`src/design/ipv4_five_tuple_extractor_top_assert.svh`:
```
// Assertion macros for the IPv4 five-tuple extractor.
// Used by ipv4_five_tuple_extractor_top; expects clk and rst_n in scope.
`ifndef IPV4_FIVE_TUPLE_EXTRACTOR_TOP_ASSERT_SVH
`define IPV4_FIVE_TUPLE_EXTRACTOR_TOP_ASSERT_SVH

// Consequent must hold in the same cycle as the antecedent.
`define V4FT_ASSERT_SAME(lbl, ante, cons, msg) \
  lbl: assert property (@(posedge clk) disable iff (!rst_n) (ante) |-> (cons)) \
    else $error(msg);

// Consequent must hold in the cycle after the antecedent.
`define V4FT_ASSERT_NEXT(lbl, ante, cons, msg) \
  lbl: assert property (@(posedge clk) disable iff (!rst_n) (ante) |=> (cons)) \
    else $error(msg);

`endif

```
`src/design/v4ft_pkg.sv`:
```
// Shared types and constants of the IPv4 five-tuple extractor.
// No dependencies; imported by every module of the block.
`timescale 1ns / 1ps
`default_nettype none

package v4ft_pkg;

  // Frame layout
  localparam int unsigned ETH_TYPE_POS_HI = 12;
  localparam int unsigned ETH_TYPE_POS_LO = 13;
  localparam int unsigned ETH_HDR_LEN     = 14;
  localparam int unsigned IP_HDR_LEN      = 20;
  localparam int unsigned IHL_UNIT_SHIFT  = 2;
  localparam int unsigned PORT_BYTES      = 4;
  localparam int unsigned UDP_HDR_LEN     = 8;
  localparam int unsigned TCP_HDR_LEN     = 20;

  // Header field codes
  localparam logic [15:0] ETHTYPE_IPV4 = 16'h0800;
  localparam logic [7:0]  PROTO_UDP    = 8'd17;
  localparam logic [7:0]  PROTO_TCP    = 8'd6;

  // Header byte offsets inside the IP header
  localparam int unsigned IP_PROTO_IDX = 9;
  localparam int unsigned IP_SRC_IDX   = 12;
  localparam int unsigned IP_DST_IDX   = 16;

  // Command queue between front and back
  localparam int unsigned CMD_Q_DEPTH = 4;
  localparam int unsigned CMD_Q_AW    = $clog2(CMD_Q_DEPTH);

  localparam int unsigned L4_OFS_W = 7;   // 14 + 15*4 + 20 fits
  localparam int unsigned HDR_IDX_W = 5;

  typedef logic [7:0] byte_t;

  // One classified frame byte
  typedef struct packed {
    byte_t                 data;
    logic                  eth_wr;
    logic                  hdr_wr;
    logic [HDR_IDX_W-1:0]  hdr_idx;
    logic                  port_wr;
    logic                  last;
    logic                  len_ok;
    logic                  udp_fit;
    logic                  tcp_fit;
  } cmd_t;

  // Back-end activity, for checking at the top level
  typedef struct packed {
    logic cmd_take;
    logic cmd_last;
    logic rec_load;
  } back_stat_t;

endpackage

`default_nettype wire

```
`src/design/ipv4_five_tuple_extractor_top.sv`:
```
// IPv4 five-tuple extractor: Ethernet frame bytes in, one address/port record out.
// Depends on v4ft_pkg, v4ft_front, v4ft_cmd_fifo, v4ft_back and the assert header.
//
// Usage:
//   Input channel: drive in_frame_byte and in_last_byte with push; a byte is
//   taken at a clock edge where push is high and full is low. One byte per
//   cycle is sustained while full is low; the front end classes bytes by position.
//   Result channel: while empty is low the record is on the out_ ports; pop
//   with empty low takes it. Frames that are short, not IPv4, or lack a full
//   20-byte IP header give no record. Ports are zero unless UDP or TCP with the
//   whole L4 header inside the frame.
//   Output: the back end registers the record when it takes the last byte.
//   Throughput: the back end drains one command per cycle unless stalled.
//   Stall: an unpopped record holds the next frame's last byte in the back end;
//   the four-entry command queue then fills and full rises until pop.
//   Reset: synchronous active-low rst_n clears the position, captures, queue
//   and valid flag; the IHL, header store and record fields hold no reset value.
`timescale 1ns / 1ps
`default_nettype none
`include "ipv4_five_tuple_extractor_top_assert.svh"

module ipv4_five_tuple_extractor_top #(
  parameter int unsigned MAX_FRAME_BYTES = 16383
) (
  input  wire          clk,
  input  wire          rst_n,
  input  wire          push,
  output logic         full,
  input  wire [7:0]    in_frame_byte,
  input  wire          in_last_byte,
  output logic         empty,
  input  wire          pop,
  output logic [31:0]  out_source_address,
  output logic [31:0]  out_dest_address,
  output logic [15:0]  out_source_port,
  output logic [15:0]  out_dest_port,
  output logic [7:0]   out_protocol_number
);
  import v4ft_pkg::*;

  cmd_t       front_cmd;
  cmd_t       back_cmd;
  logic       q_full, q_empty;
  logic       in_take;
  logic       cmd_take;
  back_stat_t stat;

  assign full    = q_full;
  assign in_take = push && !q_full;

  v4ft_front #(
    .MAX_FRAME_BYTES(MAX_FRAME_BYTES)
  ) u_front (
    .clk          (clk),
    .rst_n        (rst_n),
    .in_take      (in_take),
    .in_frame_byte(in_frame_byte),
    .in_last_byte (in_last_byte),
    .cmd          (front_cmd)
  );

  v4ft_cmd_fifo u_fifo (
    .clk    (clk),
    .rst_n  (rst_n),
    .wr_en  (in_take),
    .wr_data(front_cmd),
    .q_full (q_full),
    .rd_en  (cmd_take),
    .rd_data(back_cmd),
    .q_empty(q_empty)
  );

  v4ft_back u_back (
    .clk                (clk),
    .rst_n              (rst_n),
    .cmd                (back_cmd),
    .cmd_avail          (!q_empty),
    .cmd_take           (cmd_take),
    .empty              (empty),
    .pop                (pop),
    .out_source_address (out_source_address),
    .out_dest_address   (out_dest_address),
    .out_source_port    (out_source_port),
    .out_dest_port      (out_dest_port),
    .out_protocol_number(out_protocol_number),
    .stat               (stat)
  );

  // Checks on the front/back coupling
  `V4FT_ASSERT_SAME(a_take_needs_entry, stat.cmd_take, !q_empty, "command taken from empty queue")
  `V4FT_ASSERT_SAME(a_rec_on_last, stat.rec_load, stat.cmd_take && stat.cmd_last, "record without frame end")
  `V4FT_ASSERT_NEXT(a_rec_shows, stat.rec_load, !empty, "loaded record not shown")

endmodule

`default_nettype wire

```
`src/design/v4ft_front.sv`:
```
// Front end: tracks the byte position and IHL and classifies each byte.
// Depends on v4ft_pkg.
`timescale 1ns / 1ps
`default_nettype none

module v4ft_front #(
  parameter int unsigned MAX_FRAME_BYTES = 16383
) (
  input  wire               clk,
  input  wire               rst_n,
  input  wire               in_take,
  input  wire v4ft_pkg::byte_t in_frame_byte,
  input  wire               in_last_byte,
  output v4ft_pkg::cmd_t    cmd
);
  import v4ft_pkg::*;

  localparam int unsigned PW = $clog2(MAX_FRAME_BYTES + 1);
  localparam logic [PW-1:0] POS_MAX = PW'(MAX_FRAME_BYTES);

  logic [PW-1:0] pos_r, pos_nxt;
  logic [3:0]    ihl_r, ihl_nxt;
  logic [3:0]    ihl_cur;
  logic [PW-1:0] l4_ofs;
  logic [PW-1:0] len;
  logic          in_range;

  // Pick the IHL nibble, forwarding it on the first IP header byte
  always_comb begin
    in_range = (pos_r < POS_MAX);
    ihl_cur  = (pos_r == PW'(ETH_HDR_LEN)) ? in_frame_byte[3:0] : ihl_r;
    l4_ofs   = PW'(L4_OFS_W'(ETH_HDR_LEN) +
                   (L4_OFS_W'(ihl_cur) << IHL_UNIT_SHIFT));
    len      = in_range ? pos_r + PW'(1) : pos_r;
  end

  // Classify the byte
  always_comb begin
    cmd.data    = in_frame_byte;
    cmd.eth_wr  = in_range && (pos_r == PW'(ETH_TYPE_POS_HI) ||
                               pos_r == PW'(ETH_TYPE_POS_LO));
    cmd.hdr_wr  = in_range && (pos_r >= PW'(ETH_HDR_LEN)) &&
                  (pos_r < PW'(ETH_HDR_LEN + IP_HDR_LEN));
    cmd.hdr_idx = HDR_IDX_W'(pos_r - PW'(ETH_HDR_LEN));
    cmd.port_wr = in_range && (pos_r >= PW'(ETH_HDR_LEN)) && (pos_r >= l4_ofs) &&
                  (pos_r < l4_ofs + PW'(PORT_BYTES));
    cmd.last    = in_last_byte;
    cmd.len_ok  = (len >= PW'(ETH_HDR_LEN + IP_HDR_LEN));
    cmd.udp_fit = (l4_ofs + PW'(UDP_HDR_LEN) <= len);
    cmd.tcp_fit = (l4_ofs + PW'(TCP_HDR_LEN) <= len);
  end

  // Advance the position, saturate at the limit, drop it at frame end; track the IHL
  always_comb begin
    pos_nxt = pos_r;
    ihl_nxt = ihl_r;
    if (in_take) begin
      if (pos_r == PW'(ETH_HDR_LEN)) begin
        ihl_nxt = in_frame_byte[3:0];
      end
      if (in_last_byte) begin
        pos_nxt = '0;
      end else begin
        pos_nxt = len;
      end
    end
  end

  always_ff @(posedge clk) begin
    if (!rst_n) begin
      pos_r <= '0;
    end else begin
      pos_r <= pos_nxt;
    end
    ihl_r <= ihl_nxt;
  end

endmodule

`default_nettype wire

```
`src/design/v4ft_cmd_fifo.sv`:
```
// Short command queue between the front and back ends.
// Depends on v4ft_pkg.
`timescale 1ns / 1ps
`default_nettype none

module v4ft_cmd_fifo (
  input  wire            clk,
  input  wire            rst_n,
  input  wire            wr_en,
  input  wire v4ft_pkg::cmd_t wr_data,
  output logic           q_full,
  input  wire            rd_en,
  output v4ft_pkg::cmd_t rd_data,
  output logic           q_empty
);
  import v4ft_pkg::*;

  cmd_t                mem_r [CMD_Q_DEPTH];
  logic [CMD_Q_AW-1:0] wr_ptr_r, wr_ptr_nxt;
  logic [CMD_Q_AW-1:0] rd_ptr_r, rd_ptr_nxt;
  logic [CMD_Q_AW:0]   count_r, count_nxt;
  logic                do_wr, do_rd;

  always_comb begin
    q_full     = (count_r == (CMD_Q_AW+1)'(CMD_Q_DEPTH));
    q_empty    = (count_r == '0);
    do_wr      = wr_en && !q_full;
    do_rd      = rd_en && !q_empty;
    wr_ptr_nxt = do_wr ? wr_ptr_r + 1'b1 : wr_ptr_r;
    rd_ptr_nxt = do_rd ? rd_ptr_r + 1'b1 : rd_ptr_r;
    count_nxt  = count_r + (CMD_Q_AW+1)'(do_wr) - (CMD_Q_AW+1)'(do_rd);
    rd_data    = mem_r[rd_ptr_r];
  end

  // Store the entry and advance pointers
  always_ff @(posedge clk) begin
    if (do_wr) begin
      mem_r[wr_ptr_r] <= wr_data;
    end
    if (!rst_n) begin
      wr_ptr_r <= '0;
      rd_ptr_r <= '0;
      count_r  <= '0;
    end else begin
      wr_ptr_r <= wr_ptr_nxt;
      rd_ptr_r <= rd_ptr_nxt;
      count_r  <= count_nxt;
    end
  end

endmodule

`default_nettype wire

```
`src/design/v4ft_back.sv`:
```
// Back end: applies the captures and builds the record at frame end.
// Depends on v4ft_pkg.
`timescale 1ns / 1ps
`default_nettype none

module v4ft_back (
  input  wire                 clk,
  input  wire                 rst_n,
  input  wire v4ft_pkg::cmd_t cmd,
  input  wire                 cmd_avail,
  output logic                cmd_take,
  output logic                empty,
  input  wire                 pop,
  output logic [31:0]         out_source_address,
  output logic [31:0]         out_dest_address,
  output logic [15:0]         out_source_port,
  output logic [15:0]         out_dest_port,
  output logic [7:0]          out_protocol_number,
  output v4ft_pkg::back_stat_t stat
);
  import v4ft_pkg::*;

  logic [15:0] eth_r, eth_nxt;
  logic [31:0] port_r, port_nxt;
  byte_t       hdr_r [IP_HDR_LEN];
  byte_t       hdr_nxt [IP_HDR_LEN];
  logic        out_valid_r, out_valid_nxt;
  logic [31:0] src_r, dst_r;
  logic [15:0] sport_r, dport_r;
  logic [7:0]  proto_r;
  logic        slot_free;
  logic        rec_load;
  logic        ports_ok;

  // Take a command unless a frame end waits on a full output slot
  always_comb begin
    slot_free = !out_valid_r || pop;
    cmd_take  = cmd_avail && (!cmd.last || slot_free);
  end

  // Next capture state, with the current byte folded in
  always_comb begin
    eth_nxt  = cmd.eth_wr  ? {eth_r[7:0], cmd.data}   : eth_r;
    port_nxt = cmd.port_wr ? {port_r[23:0], cmd.data} : port_r;
    for (int i = 0; i < IP_HDR_LEN; i++) begin
      hdr_nxt[i] = (cmd.hdr_wr && cmd.hdr_idx == HDR_IDX_W'(i)) ? cmd.data : hdr_r[i];
    end
    ports_ok = (hdr_nxt[IP_PROTO_IDX] == PROTO_UDP && cmd.udp_fit) ||
               (hdr_nxt[IP_PROTO_IDX] == PROTO_TCP && cmd.tcp_fit);
    rec_load = cmd_take && cmd.last && cmd.len_ok && (eth_nxt == ETHTYPE_IPV4);
    out_valid_nxt = rec_load || (out_valid_r && !pop);
  end

  // Update captures; clear per-frame state at frame end
  always_ff @(posedge clk) begin
    if (!rst_n) begin
      eth_r       <= '0;
      port_r      <= '0;
      out_valid_r <= 1'b0;
    end else begin
      out_valid_r <= out_valid_nxt;
      if (cmd_take) begin
        if (cmd.last) begin
          eth_r  <= '0;
          port_r <= '0;
        end else begin
          eth_r  <= eth_nxt;
          port_r <= port_nxt;
        end
      end
    end
    if (cmd_take) begin
      for (int i = 0; i < IP_HDR_LEN; i++) begin
        hdr_r[i] <= hdr_nxt[i];
      end
    end
  end

  // Load the result record
  always_ff @(posedge clk) begin
    if (rec_load) begin
      src_r   <= {hdr_nxt[IP_SRC_IDX], hdr_nxt[IP_SRC_IDX+1],
                  hdr_nxt[IP_SRC_IDX+2], hdr_nxt[IP_SRC_IDX+3]};
      dst_r   <= {hdr_nxt[IP_DST_IDX], hdr_nxt[IP_DST_IDX+1],
                  hdr_nxt[IP_DST_IDX+2], hdr_nxt[IP_DST_IDX+3]};
      sport_r <= ports_ok ? port_nxt[31:16] : 16'h0000;
      dport_r <= ports_ok ? port_nxt[15:0]  : 16'h0000;
      proto_r <= hdr_nxt[IP_PROTO_IDX];
    end
  end

  always_comb begin
    empty               = !out_valid_r;
    out_source_address  = src_r;
    out_dest_address    = dst_r;
    out_source_port     = sport_r;
    out_dest_port       = dport_r;
    out_protocol_number = proto_r;
    stat.cmd_take       = cmd_take;
    stat.cmd_last       = cmd.last;
    stat.rec_load       = rec_load;
  end

endmodule

`default_nettype wire
```
`config.mk`:
```
export PLATFORM = sky130hd
export DESIGN_NAME = ipv4_five_tuple_extractor_top
export DESIGN_NICKNAME = d
export VERILOG_FILES = /design/src/design/v4ft_pkg.sv /design/src/design/ipv4_five_tuple_extractor_top.sv /design/src/design/v4ft_front.sv /design/src/design/v4ft_cmd_fifo.sv /design/src/design/v4ft_back.sv
export VERILOG_INCLUDE_DIRS = /design/src /design/src/design
export SDC_FILE = /design/constraint.sdc
export NUM_CORES = 1
export LEC_CHECK = 0
export ABC_AREA = 1
export BUFFER_PORTS_ARGS = -buffer_cell sky130_fd_sc_hd__buf_2
export CORE_UTILIZATION = 60
export DETAILED_ROUTE_END_ITERATION = 7
export PLACE_DENSITY = 0.8
export SETUP_SLACK_MARGIN = 0.1
export SYNTH_ARGS = -nofsm -noshare
export SYNTH_HDL_FRONTEND = slang
export SYNTH_SLANG_ARGS = --single-unit
export TNS_END_PERCENT = 30
```
`constraint.sdc`:
```
create_clock -name clk -period 7.5 [get_ports clk]
set_input_delay 0.75 -clock clk [delete_from_list [all_inputs] [get_ports clk]]
set_output_delay 0.75 -clock clk [all_outputs]
set_load 0.02 [all_outputs]
```
# Yosys cells after proc, flatten, opt, wreduce, memory -nomap -nowiden

Memories as Yosys holds them, arrays and structs flattened. A register that Yosys moved wholly into a read port is not among the register bits.
Cells that the tools add are included.

Register bits: 178
Latch bits: 0
Bits in writable memories: 240
Memory bits (read-only): 0
Output and inout bits: 106
Logic and storage cells: 201
Memories kept: 2

$add $sub $neg: 10
Multiply operators: 0
Div/mod/pow operators: 0
Magnitude comparators: 8
Eq/ne operators: 37
Shifts and indexed selects: 0
Mux-type cells: 63
Bitwise operators: 0
Reduce and logical (&&, ||, !) cells: 68

Memories:

| memory       | words | width | read ports | clocked after Yosys merged registers in | write ports | RTL line            | text |
|---|---|---|---|---|---|---|---|
| u_back.hdr_r | 20    | 8     | 9          | 0                                       | 10          | v4ft_back.sv:25     | `byte_t hdr_r [IP_HDR_LEN];` |
| u_fifo.mem_r | 4     | 20    | 1          | 1                                       | 1           | v4ft_cmd_fifo.sv:18 | `cmd_t mem_r [CMD_Q_DEPTH];` |

Operators with widths:

| operator                                                    | count |
|---|---|
| two-way mux 8 bit                                           | 30 |
| OR reduction 8 bit                                          | 10 |
| two-way mux 32 bit                                          | 2 |
| two-way mux 5 bit                                           | 10 |
| equality test 14 x 4 -> 1 bit, second input constant        | 3 |
| equality test 5 x 4 -> 1 bit, second input constant         | 8 |
| logical AND 1 bit                                           | 35 |
| two-way mux 16 bit                                          | 2 |
| less-or-equal comparator 14 bit                             | 2 |
| two-way mux 14 bit                                          | 2 |
| AND reduction 2 bit                                         | 11 |
| equality test 5 x 3 -> 1 bit, second input constant         | 4 |
| equality test 5 bit, second input constant                  | 4 |
| equality test 16 x 12 -> 1 bit, second input constant       | 1 |
| adder 14 x 1 -> 14 bit, second input constant               | 1 |
| adder 14 x 3 -> 14 bit, second input constant               | 1 |
| adder 14 x 4 -> 14 bit, second input constant               | 1 |
| adder 14 x 5 -> 14 bit, second input constant               | 1 |
| >= comparator 14 x 4 -> 1 bit, second input constant        | 1 |
| >= comparator 14 x 6 -> 1 bit, second input constant        | 1 |
| >= comparator 14 x 7 -> 1 bit                               | 1 |
| less-than comparator 14 bit                                 | 1 |
| less-than comparator 14 bit, second input constant          | 1 |
| less-than comparator 14 x 6 -> 1 bit, second input constant | 1 |
| other kinds (18)                                            | 52 |

# Depth between registers and ports, before layout

Word-level depth: 18
Gate-level depth with buffers: 22
Depth with buffers taken out: 21

# Cells and area by module

A second synthesis with hierarchy kept.

Cells, all modules: 1462
Area total of the unflattened synthesis: 14830.5 um2

Modules (own cells, without submodules):

| module                        | instances | cells an instance | area each (um2) |
|---|---|---|---|
| v4ft_back                     | 1         | 845               | 8972.4 |
| v4ft_cmd_fifo                 | 1         | 262               | 3422.0 |
| v4ft_front                    | 1         | 352               | 2422.3 |
| ipv4_five_tuple_extractor_top | 1         | 3                 | 13.8 |

# Worst setup path after synthesis

OpenSTA, ideal clock, no wires.

Path type: reg-to-reg
From: register (tool-made name)
To: register u_back.dst_r[0], in the netlist u_back.out_dest_address[0] (enable)
Setup time: 0.486 ns
Arrival: 4.253 ns
Slack: 2.761 ns
Stages on the path, launching flop included: 15
Buffers on the path: 4
Period minus slack after synthesis: 4.739 ns
Cells stage by stage: dfxtp_1 inv_2 buf_6 buf_4 buf_6 nand2_1 nand3_1 nand2_1 buf_2 nand2_1 o21ai_0 nand2_1 nor2_1 nand3b_1 nor2_2

RTL lines:

| element              | RTL line        | text |
|---|---|---|
| to (signal assigned) | v4ft_back.sv:84 | `dst_r <= {hdr_nxt[IP_DST_IDX], hdr_nxt[IP_DST_IDX+1],` |
| to (decl)            | v4ft_back.sv:28 | `logic [31:0] src_r, dst_r;` |

==> impl_metrics.toml <==
[status]
status = "complete, no violations"

[critical_path]
crit_end = "u_back.out_source_address[13]"
crit_path_end_kind = "flop"
crit_fanout = 55
critical_path_required_ns = 7.63
r2r-end = "u_back.out_source_address[13]"
worst-setup-path-type = "reg -> reg"
ff2ff_path_depth = 12
start_kind = "flop"
critPathArrivalTime_ns = 4.55
r2r_setup_slack_ns = 3.08

[placement]
gp_congestion = 0.898
place.detailed.instances = 1740
io_buffers = 118
hpwlAfterDp_mm = 18.1
place_ws_ns = 3.14

[global_routing]
grtUsageTotal_pct = 24.0
grt_pass1_vias = 9071
antenna_found_initial = 0
grt_max_degree = 83
grt_pass1_wl_mm = 45.8
grt.overflow.total = 0

[logic_synthesis]
syn_nets = 1396
synth.distinct_cells = 38
synthTopCellsByCount = "nand2_1 (311), edfxtp_1 (260), inv_1 (112), nor2_1 (98), o21ai_0 (97)"
netlist_area_um2 = 14300
ys_seq_elements = 332
synth_ff_type = "edfxtp_1"
syn_avg_cell_area_um2 = 10.7
synth_top_area_share_pct = 54.5
synth_largest_area_cell = "edfxtp_1"
synth_edf_count = 260
yosysMostFrequentCell = "nand2_1"
synth_area_leaders = "edfxtp_1 (54%), dfxtp_1 (10%), nand2_1 (8.1%), o21ai_0 (3.4%), ha_1 (3.2%)"
seq_area_frac_synth_pct = 64.5
synthCells = 1345
yosysWarnings = 0
async_flop_share_pct = 0

[cts]
cts_htree_levels = 2
clkSlewWorstSetupHoldPaths_ns = 0.06
cts-root-buf = "clkbuf_16"
cts_made_buffers = 34
cts_hold_buf = 0
cts_tree = "built"
cts_sinks = 332
insertion_delay_ns = 0.51
post-cts-setup-buffers = 0
cts_resized = 0
clockBufferDepth = 3

[power]
leakage_nw = 6.49
total_power_mw = 6.07
p_clk_share_pct = 26.0
p_int_mw = 3.97
pwr-share-comb_pct = 30.0
sequentialPowerShare_pct = 43.9
swShare_pct = 34.6
peakVddDrop_v = 0.000323
p_sw_mw = 2.10
powerDensity_nw_per_um2 = 375

[die]
num_rows = 56
fp.dieW_um = 157
core-area_um2 = 23500
floorplan.initialDensity_pct = 61.1
dieArea_um2 = 24500
die_h_um = 157
io_pins = 119

[timing]
rsz0062_at_grt = "false"
slew_headroom_pct = 23.8
post-route-period-util_pct = 59.0
slew_violations = 0
worst_pin_slew_ns = 1.14
fmax_ghz = 0.226
setup_slack_ns = 3.08
setup-tns-final_ns = 0
whs_ns = 0.461
finalClockSkew_ns = 0.0206
fin_crit_ns = 4.42
setup_viol = 0
final-hold-violation-count = 0

[drt]
avgViaCountPerCell = 5.41
wire_per_inst_um = 15.9
vias = 9743
wirelength_mm = 28.7
dr.pass1.iters = 5
ant_nets = 0
drc_errors = 0
drt-initial-drc-count = 797

[cells_and_area]
antenna_cells_inserted = 0
layout.cells.non_filler = 1801
final_nets = 1508
drive_above_1_share_pct = 17.2
syn2layout_area_growth_pct = 12.8

[hold_path]
hp-class = "in -> reg"
min_delay_path_depth = 1

[flow_run]
max_cap_viol_count = 0
[per-layer routing]
layer  global-route usage [%]  wire length (µm)  vias to the layer above
met1                     32.7             12500                     4556
met3                     4.04              1720                       63
met4                     9.20               833                        0
li1                         -                 -                     4786
met5                        0                 0                        -
met2                     38.7             13700                      338
[worst min path at each step]
stage	start	endpoint
floorplan	u_back.eth_r[8]	u_back.eth_r[8]
detailed placement	u_back.port_r[26]	u_back.port_r[26]
global route	in_frame_byte[6]	u_fifo.mem_r[0][18]
global placement	u_back.eth_r[8]	u_back.eth_r[8]
finish	in_frame_byte[6]	u_fifo.mem_r[2][18]
CTS	in_frame_byte[6]	u_fifo.mem_r[0][18]
[critical path: stages, from the launching register on]
cell,delay [ns]
dfxtp_1,0.30
buf_4,0.36
inv_2,0.38
nand2_1,0.17
nand3_1,0.11
nand2_2,0.35
inv_1,0.18
o21ai_0,0.28
nand4_1,0.12
nand3b_1,0.23
nor2_4,0.32
buf_4,0.53
buf_4,0.65
[cells by family (layout without fill, tap and decap cells)]
kind of cell               count (synthesis)  in the layout  share of synthesized area (%)
buffers and inverters                    175            312                           5.38
AOI/OAI and AO/OA                        215            215                           7.99
muxes                                     23             23                           1.61
xor gates and xnor gates                  12             12                          0.733
adders and majority gates                 38             38                           3.37
DFF                                      332            332                           64.5
and+or+nand+nor                          550            550                           16.4
[area by class of cell]
cell class | instances | area [µm²]
flip-flops and latches | 332 | 9250
fillers | 1708 | 7300
multi-input cells | 838 | 4330
clock buffers | 46 | 937
repair buffers | 133 | 703
inverters | 118 | 443
well taps | 319 | 399
clock inverters | 15 | 110
[placed cells by master, fill, tap and decap left out, drive strengths merged]
cell type and n:
nand2 318, edfxtp 260, buf 133, nor2 131, inv 119, o21ai 107
a21oi 81, dfxtp 72, nand3 50, clkbuf 46, ha 37, or2 25
mux2i 23, nor3 12, o22ai 10, a2bb2oi 10, clkinv 10, nand4 9
xor2 8, xnor2 4, o21bai 4, clkinvlp 3, nand3b 1, o211ai 1
or3b 1, nor4 1, nor3b 1, o221ai 1, a211oi 1, and3 1
fa 1, bufinv 1
[power groups by stage]
stage          Sequential [mW]  Combinational (mW)  Clock (mW)
2_1_floorplan             2.66                1.38           0
3_3_place_gp              2.68                1.73           0
3_5_place_dp              2.69                1.80           0
4_1_cts                   2.66                1.81        1.61
5_1_grt                   2.69                2.03        1.68
6_report                  2.66                1.82        1.58
[stage by stage]
step / area, µm² / utilization (%)
4_1_cts: 16200 / 68.9
6_report: 16200 / 68.9
3_3_place_gp: 15100 / 64.5
5_1_grt: 16200 / 68.9
3_5_place_dp: 15100 / 64.5
2_1_floorplan: 14300 / -
[sequential cells by signal, summed over array words and instances, names as in the netlist, 8 cells and up, named ones only]
name                        count
u_back.eth_r                   16
u_back.hdr_r                   72
u_back.out_dest_address        32
u_back.out_dest_port           16
u_back.out_protocol_number      8
u_back.out_source_address      32
u_back.out_source_port         16
u_back.port_r                  32
u_fifo.mem_r                   80
u_front.pos_r                  14
Power figures use the tool's default switching activity.
